$ cat config.mk
export PLATFORM = sky130hd
export DESIGN_NAME = chunked_led_packet_parser
export DESIGN_NICKNAME = d
export VERILOG_FILES = /design/src/sv/clpp_pkg.sv /design/src/sv/chunked_led_packet_parser.sv /design/src/sv/clpp_in_reg.sv /design/src/sv/clpp_parse.sv /design/src/sv/clpp_out_reg.sv
export VERILOG_INCLUDE_DIRS = /design/src /design/src/sv
export SDC_FILE = /design/constraint.sdc
export NUM_CORES = 1
export LEC_CHECK = 0
export ABC_AREA = 1
export BUFFER_PORTS_ARGS = -buffer_cell sky130_fd_sc_hd__buf_4
export CORE_UTILIZATION = 55
export CTS_BUF_LIST = sky130_fd_sc_hd__clkbuf_8
export DETAILED_ROUTE_END_ITERATION = 6
export PLACE_DENSITY = 0.71
export SLEW_MARGIN = 30
export SYNTH_ARGS = -nofsm -noshare
export SYNTH_HDL_FRONTEND = slang
export SYNTH_HIERARCHICAL = 1
export SYNTH_SLANG_ARGS = --single-unit
export TNS_END_PERCENT = 1
$ cat constraint.sdc
create_clock -name clk -period 12.6 [get_ports clk]
set_input_delay 1.89 -clock clk [delete_from_list [all_inputs] [get_ports clk]]
set_output_delay 1.89 -clock clk [all_outputs]
set_load 0.03 [all_outputs]
$ cat src/sv/assert_macros.svh
// ----------------------------------------------------------------------------
// Assertion macros
// Shared forms for the concurrent checks of the LED packet parser.
// ----------------------------------------------------------------------------
`ifndef ASSERT_MACROS_SVH
`define ASSERT_MACROS_SVH

// Consequent must hold in the same cycle as the antecedent.
`define ASSERT_SAME(label, clk, rst_n, ante, cons, msg) \
    label: assert property (@(posedge clk) disable iff (!rst_n) (ante) |-> (cons)) \
        else $error(msg);

// Consequent must hold in the cycle after the antecedent.
`define ASSERT_NEXT(label, clk, rst_n, ante, cons, msg) \
    label: assert property (@(posedge clk) disable iff (!rst_n) (ante) |=> (cons)) \
        else $error(msg);

`endif

$ cat src/sv/clpp_pkg.sv
`timescale 1ns / 1ps
// ----------------------------------------------------------------------------
// clpp_pkg
// Types, codes and helpers shared by the chunked LED packet parser.
// ----------------------------------------------------------------------------
package clpp_pkg;

    typedef enum logic [2:0] {
        ST_NONE  = 3'd0,
        ST_OK    = 3'd1,
        ST_SHORT = 3'd2,
        ST_ENC   = 3'd3,
        ST_MOD3  = 3'd4
    } status_t;

    localparam logic [7:0]  ENC_RGB         = 8'd4;
    localparam logic [10:0] HDR_BYTES       = 11'd3;
    localparam logic [15:0] LED_COUNT_RESET = 16'd600;

    typedef struct packed {
        logic [4:0]  pad;
        logic [10:0] packet_length;
        logic [7:0]  data_byte;
    } item_t;

    typedef struct packed {
        logic [1:0]  pad;
        logic [2:0]  packet_status;
        logic [7:0]  missed_count;
        logic        gap_seen;
        logic        frame_ready;
        logic [7:0]  blue;
        logic [7:0]  green;
        logic [7:0]  red;
        logic [15:0] pixel_index;
        logic        pixel_write;
    } result_t;

    // Remainder by three is zero, using base-four digit sums.
    function automatic logic mod3_zero(input logic [10:0] v);
        logic [11:0] w;
        logic [4:0]  s1;
        logic [5:0]  w2;
        logic [3:0]  s2;
        w  = {1'b0, v};
        s1 = '0;
        for (int i = 0; i < 6; i++)
        begin
            s1 = s1 + 5'(w[2*i +: 2]);
        end
        w2 = {1'b0, s1};
        s2 = 4'(w2[1:0]) + 4'(w2[3:2]) + 4'(w2[5:4]);
        return (s2 == 4'd0) || (s2 == 4'd3) || (s2 == 4'd6) || (s2 == 4'd9);
    endfunction

endpackage

$ cat src/sv/chunked_led_packet_parser.sv
`timescale 1ns / 1ps
// ----------------------------------------------------------------------------
// chunked_led_packet_parser
// Parses chunked LED datagrams byte by byte into pixel writes and status.
// ----------------------------------------------------------------------------
// Channel       Dir  Payload
// s_axis_*      in   tdata: data_byte[7:0], packet_length[18:8]
// m_axis_*      out  tdata: pixel_write, pixel_index, red, green, blue,
//                    frame_ready, gap_seen, missed_count, packet_status
// cfg_*         in   led_count write, no read-back
//
// One byte is taken per cycle unless the output stalls; each result passes through
// one register stage for the input and one for the result.
// The input register frees whenever the result register can load, so a stalled
// output blocks input only once both stages are full.
// Reset is asynchronous and clears all packet and sequence state; led_count
// returns to 600.
// ----------------------------------------------------------------------------
module chunked_led_packet_parser
    import clpp_pkg::*;
#(
    parameter int CHUNK_PIXELS     = 300,
    parameter int MAX_PACKET_BYTES = 1472
)
(
    input  logic        clk,
    input  logic        rst_n,
    input  logic        s_axis_tvalid,
    output logic        s_axis_tready,
    input  logic [23:0] s_axis_tdata,   // data_byte[7:0], packet_length[18:8]
    output logic        m_axis_tvalid,
    input  logic        m_axis_tready,
    output logic [55:0] m_axis_tdata,   // pixel_write[0], pixel_index[16:1],
                                        // red[24:17], green[32:25], blue[40:33],
                                        // frame_ready[41], gap_seen[42],
                                        // missed_count[50:43], packet_status[53:51]
    input  logic        cfg_we,
    input  logic [15:0] cfg_wdata
);

    logic    item_valid;
    item_t   item;
    logic    take;
    result_t result;

    clpp_in_reg u_in_reg
    (
        .clk           (clk),
        .rst_n         (rst_n),
        .s_axis_tvalid (s_axis_tvalid),
        .s_axis_tready (s_axis_tready),
        .s_axis_tdata  (s_axis_tdata),
        .take          (take),
        .item_valid    (item_valid),
        .item          (item)
    );

    clpp_parse #(
        .CHUNK_PIXELS     (CHUNK_PIXELS),
        .MAX_PACKET_BYTES (MAX_PACKET_BYTES)
    ) u_parse
    (
        .clk       (clk),
        .rst_n     (rst_n),
        .cfg_we    (cfg_we),
        .cfg_wdata (cfg_wdata),
        .item_fire (take),
        .item      (item),
        .result    (result)
    );

    clpp_out_reg u_out_reg
    (
        .clk           (clk),
        .rst_n         (rst_n),
        .item_valid    (item_valid),
        .result        (result),
        .take          (take),
        .m_axis_tvalid (m_axis_tvalid),
        .m_axis_tready (m_axis_tready),
        .m_axis_tdata  (m_axis_tdata)
    );

endmodule

$ cat src/sv/clpp_in_reg.sv
`timescale 1ns / 1ps
// ----------------------------------------------------------------------------
// clpp_in_reg
// Input register stage of the parser.
// ----------------------------------------------------------------------------
module clpp_in_reg
    import clpp_pkg::*;
(
    input  logic        clk,
    input  logic        rst_n,
    input  logic        s_axis_tvalid,
    output logic        s_axis_tready,
    input  logic [23:0] s_axis_tdata,
    input  logic        take,
    output logic        item_valid,
    output item_t       item
);

    logic  valid_reg;
    logic  valid_next;
    item_t item_reg;

    assign s_axis_tready = !valid_reg || take;

    always_comb
    begin
        valid_next = valid_reg;
        if (s_axis_tvalid && s_axis_tready)
        begin
            valid_next = 1'b1;
        end
        else if (take)
        begin
            valid_next = 1'b0;
        end
    end

    always_ff @(posedge clk or negedge rst_n)
    begin
        if (!rst_n)
        begin
            valid_reg <= 1'b0;
        end
        else
        begin
            valid_reg <= valid_next;
        end
    end

    always_ff @(posedge clk)
    begin
        if (s_axis_tvalid && s_axis_tready)
        begin
            item_reg <= item_t'(s_axis_tdata);
        end
    end

    assign item_valid = valid_reg;
    assign item       = item_reg;

endmodule

$ cat src/sv/clpp_parse.sv
`timescale 1ns / 1ps
`include "assert_macros.svh"
// ----------------------------------------------------------------------------
// clpp_parse
// Packet state and per-byte decode: sequence, header checks, pixel writes.
// ----------------------------------------------------------------------------
module clpp_parse
    import clpp_pkg::*;
#(
    parameter int CHUNK_PIXELS     = 300,
    parameter int MAX_PACKET_BYTES = 1472
)
(
    input  logic        clk,
    input  logic        rst_n,
    input  logic        cfg_we,
    input  logic [15:0] cfg_wdata,
    input  logic        item_fire,
    input  item_t       item,
    output result_t     result
);

    localparam int PIX_W   = $clog2(MAX_PACKET_BYTES / 3 + 1);
    localparam int IDX_RAW = $clog2(258 * CHUNK_PIXELS + MAX_PACKET_BYTES / 3 + 1);
    localparam int IDX_W   = (IDX_RAW > 16) ? IDX_RAW : 17;

    logic [15:0]      led_count_reg;
    logic [10:0]      offset_reg,   offset_next;
    logic             seen_reg,     seen_next;
    logic [7:0]       expect_reg,   expect_next;
    logic             sent_reg,     sent_next;
    status_t          verdict_reg,  verdict_next;
    logic [1:0]       phase_reg,    phase_next;
    logic [15:0]      held_reg,     held_next;
    logic [PIX_W-1:0] pix_reg,      pix_next;
    logic             stop_reg,     stop_next;
    logic [IDX_W-1:0] base_reg,     base_next;
    logic [IDX_W-1:0] last_lo_reg,  last_lo_next;
    logic [IDX_W-1:0] last_hi_reg,  last_hi_next;

    logic [10:0]      len_sat;
    logic             last;
    logic [7:0]       seq_ref;
    logic [IDX_W-1:0] idx;
    logic [IDX_W-1:0] led_wide;
    logic             last_chunk;
    status_t          status;

    assign len_sat  = (item.packet_length > 11'(MAX_PACKET_BYTES)) ?
                      11'(MAX_PACKET_BYTES) : item.packet_length;
    assign last     = ({1'b0, offset_reg} + 12'd1) >= {1'b0, len_sat};
    assign seq_ref  = seen_reg ? expect_reg : item.data_byte;
    assign idx      = base_reg + IDX_W'(pix_reg);
    assign led_wide = IDX_W'(led_count_reg);
    assign last_chunk = (led_wide >= last_lo_reg) && (led_wide < last_hi_reg);

    always_comb
    begin
        offset_next  = offset_reg + 11'd1;
        seen_next    = seen_reg;
        expect_next  = expect_reg;
        sent_next    = sent_reg;
        verdict_next = verdict_reg;
        phase_next   = phase_reg;
        held_next    = held_reg;
        pix_next     = pix_reg;
        stop_next    = stop_reg;
        base_next    = base_reg;
        last_lo_next = last_lo_reg;
        last_hi_next = last_hi_reg;
        status       = ST_NONE;
        result       = '0;

        if (len_sat < HDR_BYTES)
        begin
            if (offset_reg == 11'd0)
            begin
                verdict_next = ST_SHORT;
            end
        end
        else if (offset_reg == 11'd0)
        begin
            seen_next = 1'b1;
            if (seq_ref != item.data_byte)
            begin
                result.gap_seen     = 1'b1;
                result.missed_count = item.data_byte - seq_ref;
            end
            expect_next = item.data_byte + 8'd1;
        end
        else if (offset_reg == 11'd1)
        begin
            base_next    = IDX_W'(item.data_byte) * IDX_W'(CHUNK_PIXELS);
            last_lo_next = base_next + IDX_W'(CHUNK_PIXELS);
            last_hi_next = last_lo_next + IDX_W'(CHUNK_PIXELS);
            if (item.data_byte == 8'd0)
            begin
                if (!sent_reg)
                begin
                    result.frame_ready = 1'b1;
                end
                else
                begin
                    sent_next = 1'b0;
                end
            end
        end
        else if (offset_reg == 11'd2)
        begin
            if (item.data_byte != ENC_RGB)
            begin
                verdict_next = ST_ENC;
            end
            else if (!mod3_zero(len_sat))
            begin
                verdict_next = ST_MOD3;
            end
            else
            begin
                verdict_next = ST_OK;
            end
        end
        else if (verdict_reg == ST_OK)
        begin
            unique case (phase_reg)
                2'd0:
                begin
                    held_next  = {item.data_byte, 8'd0};
                    phase_next = 2'd1;
                end
                2'd1:
                begin
                    held_next  = {held_reg[15:8], item.data_byte};
                    phase_next = 2'd2;
                end
                default:
                begin
                    phase_next = 2'd0;
                    pix_next   = pix_reg + PIX_W'(1);
                    if (!stop_reg)
                    begin
                        if (idx >= led_wide)
                        begin
                            stop_next = 1'b1;
                        end
                        else
                        begin
                            result.pixel_write = 1'b1;
                            result.pixel_index = idx[15:0];
                            result.red         = held_reg[15:8];
                            result.green       = held_reg[7:0];
                            result.blue        = item.data_byte;
                        end
                    end
                end
            endcase
        end

        if (last)
        begin
            status = (verdict_next == ST_NONE) ? ST_SHORT : verdict_next;
            if ((status == ST_OK) && last_chunk)
            begin
                result.frame_ready = 1'b1;
                sent_next          = 1'b1;
            end
            offset_next  = '0;
            verdict_next = ST_NONE;
            phase_next   = '0;
            held_next    = '0;
            pix_next     = '0;
            stop_next    = 1'b0;
        end
        result.packet_status = status;
    end

    always_ff @(posedge clk or negedge rst_n)
    begin
        if (!rst_n)
        begin
            led_count_reg <= LED_COUNT_RESET;
        end
        else if (cfg_we)
        begin
            led_count_reg <= cfg_wdata;
        end
    end

    always_ff @(posedge clk or negedge rst_n)
    begin
        if (!rst_n)
        begin
            offset_reg  <= '0;
            seen_reg    <= 1'b0;
            expect_reg  <= '0;
            sent_reg    <= 1'b0;
            verdict_reg <= ST_NONE;
            phase_reg   <= '0;
            held_reg    <= '0;
            pix_reg     <= '0;
            stop_reg    <= 1'b0;
            base_reg    <= '0;
            last_lo_reg <= IDX_W'(CHUNK_PIXELS);
            last_hi_reg <= IDX_W'(2 * CHUNK_PIXELS);
        end
        else if (item_fire)
        begin
            offset_reg  <= offset_next;
            seen_reg    <= seen_next;
            expect_reg  <= expect_next;
            sent_reg    <= sent_next;
            verdict_reg <= verdict_next;
            phase_reg   <= phase_next;
            held_reg    <= held_next;
            pix_reg     <= pix_next;
            stop_reg    <= stop_next;
            base_reg    <= base_next;
            last_lo_reg <= last_lo_next;
            last_hi_reg <= last_hi_next;
        end
    end

    `ASSERT_SAME(a_write_needs_ok, clk, rst_n, item_fire && result.pixel_write, (verdict_reg == ST_OK) && (phase_reg == 2'd2), "pixel write outside an accepted packet")
    `ASSERT_SAME(a_gap_on_seq_byte, clk, rst_n, item_fire && result.gap_seen, offset_reg == 11'd0, "gap reported away from the sequence byte")
    `ASSERT_NEXT(a_last_clears, clk, rst_n, item_fire && last, (offset_reg == 11'd0) && (verdict_reg == ST_NONE), "packet state not cleared after last byte")

endmodule

$ cat src/sv/clpp_out_reg.sv
`timescale 1ns / 1ps
// ----------------------------------------------------------------------------
// clpp_out_reg
// Result register stage driving the output stream.
// ----------------------------------------------------------------------------
module clpp_out_reg
    import clpp_pkg::*;
(
    input  logic        clk,
    input  logic        rst_n,
    input  logic        item_valid,
    input  result_t     result,
    output logic        take,
    output logic        m_axis_tvalid,
    input  logic        m_axis_tready,
    output logic [55:0] m_axis_tdata
);

    logic    valid_reg;
    logic    valid_next;
    result_t data_reg;

    assign take = item_valid && (!valid_reg || m_axis_tready);

    always_comb
    begin
        valid_next = valid_reg;
        if (take)
        begin
            valid_next = 1'b1;
        end
        else if (m_axis_tready)
        begin
            valid_next = 1'b0;
        end
    end

    always_ff @(posedge clk or negedge rst_n)
    begin
        if (!rst_n)
        begin
            valid_reg <= 1'b0;
        end
        else
        begin
            valid_reg <= valid_next;
        end
    end

    always_ff @(posedge clk)
    begin
        if (take)
        begin
            data_reg <= result;
        end
    end

    assign m_axis_tvalid = valid_reg;
    assign m_axis_tdata  = data_reg;

endmodule

==> key figures <==
Global routing
  • Gr ovfl total: 0
  • First-pass GRT wire length: 43,400 um
  • Initial antenna violation count: 0
  • Pin count of the biggest net entering global routing: between 70 and 80
  • Number of global-route vias before repair: 9,124
  • GRT Overall Usage: 23.1%

Pwr
  • Sw frac: roughly 46%
  • Internal power: 1.43 mW
  • Flop pwr share: 34.3%
  • Combinational share of power: roughly half
  • Pwr dens: roughly 190 nW/um2
  • Worst VDD drop: 0.0000927 V
  • Overall power: 2.64 mW
  • Static leakage: 6.90 nW
  • Clock power frac: 15.8%
  • Sw power: 1.21 mW

Setup path
  • WP buf/inv: 8
  • R2R Setup Slk: 6.78 ns
  • R2R Path End: u_out_reg/m_axis_tdata[41]
  • Critical path startpoint category: flop
  • Crit path largest cell delay: between 0.4 and 0.5 ns
  • Crit-path slowest cell: fa_1
  • Critical Path AT: 6.17 ns
  • Worst Path Required: 12.95 ns
  • Critical path capture point type: flop
  • Worst-path fanout max: 10
  • Setup Crit Path Kind: flop to flop
  • Reg2reg path depth: 31
  • CP delay by family, top: adder cells
  • Reg2reg start: u_in_reg/item[17]
  • Most frequent CP cell: inv_1

Clock tree
  • Hold buffers post-CTS: 0
  • H-tree depth: 4
  • CTS clock-pin slew for the worst setup and hold paths: 0.11 ns
  • Cts bufs inserted: 17
  • Post-CTS setup buffer count: 0
  • Post-cts resize count: 0
  • Clock sinks: 189
  • Worst skew pair latency: 0.48 ns
  • CTS tree: built
  • Clk buf depth: 2
  • Root Buffer Master: clkbuf_8

Timing
  • Tmin final: 5.82 ns
  • Max_slew headroom: 41.2%
  • Unrepaired setup endpoints after global routing: no
  • Worst-margin pin slew: 0.883 ns
  • Hold WS: 0.476 ns
  • Worst clock skew: 0.0242 ns
  • FMAX: 0.172 GHz
  • Period utilisation layout: 46.2%
  • Hold Violations, Final: 0
  • Final Slew Violations: 0
  • Setup-failing EPs final: 0
  • Setup TNS: 0 ns

Drt
  • Initial drt markers: 591
  • Routed Wire Length: 26,000 um
  • Vias/cell: 5.23
  • Routed WL per cell: 13.9 um
  • Met1 Routed Length: between 10,000 and 15,000 um
  • Drt drc: 9
  • DR pass1 iterations: 7
  • DR WL met3: 1200 um
  • Met2 wire length: 11,900 um
  • Uppermost layer routed: met4
  • DRT antenna net count: 0
  • Vias after detailed routing: 9,781

Floorplanning
  • Starting Density: 56.6%
  • Die Y: 153 um
  • Die X: 153 um
  • Core Footprint: ~22,000 um2
  • # IOs: 103
  • Row Count: 54
  • Die area: about 23,000 um2

Cells and area
  • NumNets Final: 1,756
  • Max reg flops: 56
  • ANT cells: 0
  • Layout Area Growth over Synthesis: 10.9%
  • Area of the multi-input gates: 6190 um2
  • Share of cells above drive strength 1: 15.1%
  • Reg area: 5120 um2
  • Filler cell count: 1,920
  • Design Area, Final: 13,800 um2

Worst hold path
  • Min-delay src: u_parse/last_hi_reg[6]
  • HP Class: flop to flop
  • Hold Crit Endpoint: u_parse/last_hi_reg[6]
  • Worst hold path cell count: 2

Status
  • Failing checks: design-rule violations
  • Status: finished, violations left

Synthesis
  • Synth Cell Area: 12,500 um2
  • Mean post-synth cell area: about 8.4 um2
  • YS warnings: 6
  • Syn Inst Count: around 1,500

Placement
  • Area after DPL: between 10,000 and 15,000 um2
  • I/O Buffers: 97
  • Hpwl dp: 20,000 um
  • Placer Congestion: 0.874

Flow run
  • Max-cap viol count: 0
## layout by cell type (no fill, tap or decap), types with 17 or more instances in the layout
master	count
edfxtp_1	75
buf_4	100
nand2_1	304
clkbuf_8	17
o21ai_0	106
xor2_1	30
nand4_1	27
nand3_1	86
nor2_1	114
nor3_1	30
a21oi_1	43
dfrtp_1	102
ha_1	117
nand2_2	22
inv_1	246
## area by class of cell
class	instances	share of cell area [%]
clock buffers	17	1.69
inverters	266	7.28
well taps	280	2.53
clock inverters	15	1.33
multi-input cells	1004	44.7
repair buffers	100	5.42
flip-flops and latches	189	37.0
## worst max-delay path by stage
stage                                 start                          to  slack (ns)  cells after the start
after floorplan               m_axis_tready               s_axis_tready        6.61                      4
after global placement    u_in_reg/item[17]  u_out_reg/m_axis_tdata[41]        6.94                     31
after detailed placement  u_in_reg/item[17]  u_out_reg/m_axis_tdata[41]        6.82                     31
after CTS                 u_in_reg/item[17]  u_out_reg/m_axis_tdata[41]        6.77                     31
after global routing      u_in_reg/item[17]  u_out_reg/m_axis_tdata[41]        6.32                     31
final                     u_in_reg/item[17]  u_out_reg/m_axis_tdata[41]        6.78                     31
## metrics by stage
step           cells  setup slack, ns  utilization (%)
2_1_floorplan   1487             6.61                -
3_3_place_gp    1839             6.94             60.9
3_5_place_dp    1839             6.82             60.9
4_1_cts         1871             6.77             62.8
5_1_grt         1871             6.32             62.8
6_report        1871             6.78             62.8
## worst register-to-register path, delay by kind of cell (launching register included)
kind,cells,cell delay [ns]
simple gates,12,1.46
xor+xnor,1,0.16
compound gates,3,0.49
fa+ha+maj,7,2.62
buf+inv,8,0.54
flops,1,0.41
## layer usage
layer / up-vias / GRT usage (%)
met3: 22 / 3.41
met1: 4519 / 32.6
li1: 5013 / -
met2: 227 / 37.5
met5: - / 0
met4: 0 / 5.77
## power by group through the flow
stage / clock network, mW / logic [mW] / registers [mW]
finish: 0.416 / 1.32 / 0.907
global route: 0.449 / 1.51 / 0.925
CTS: 0.426 / 1.32 / 0.906
detailed placement: 0 / 1.31 / 0.917
global placement: 0 / 1.28 / 0.914
floorplan: 0 / 0.984 / 0.934
Power figures use the tool's default switching activity.
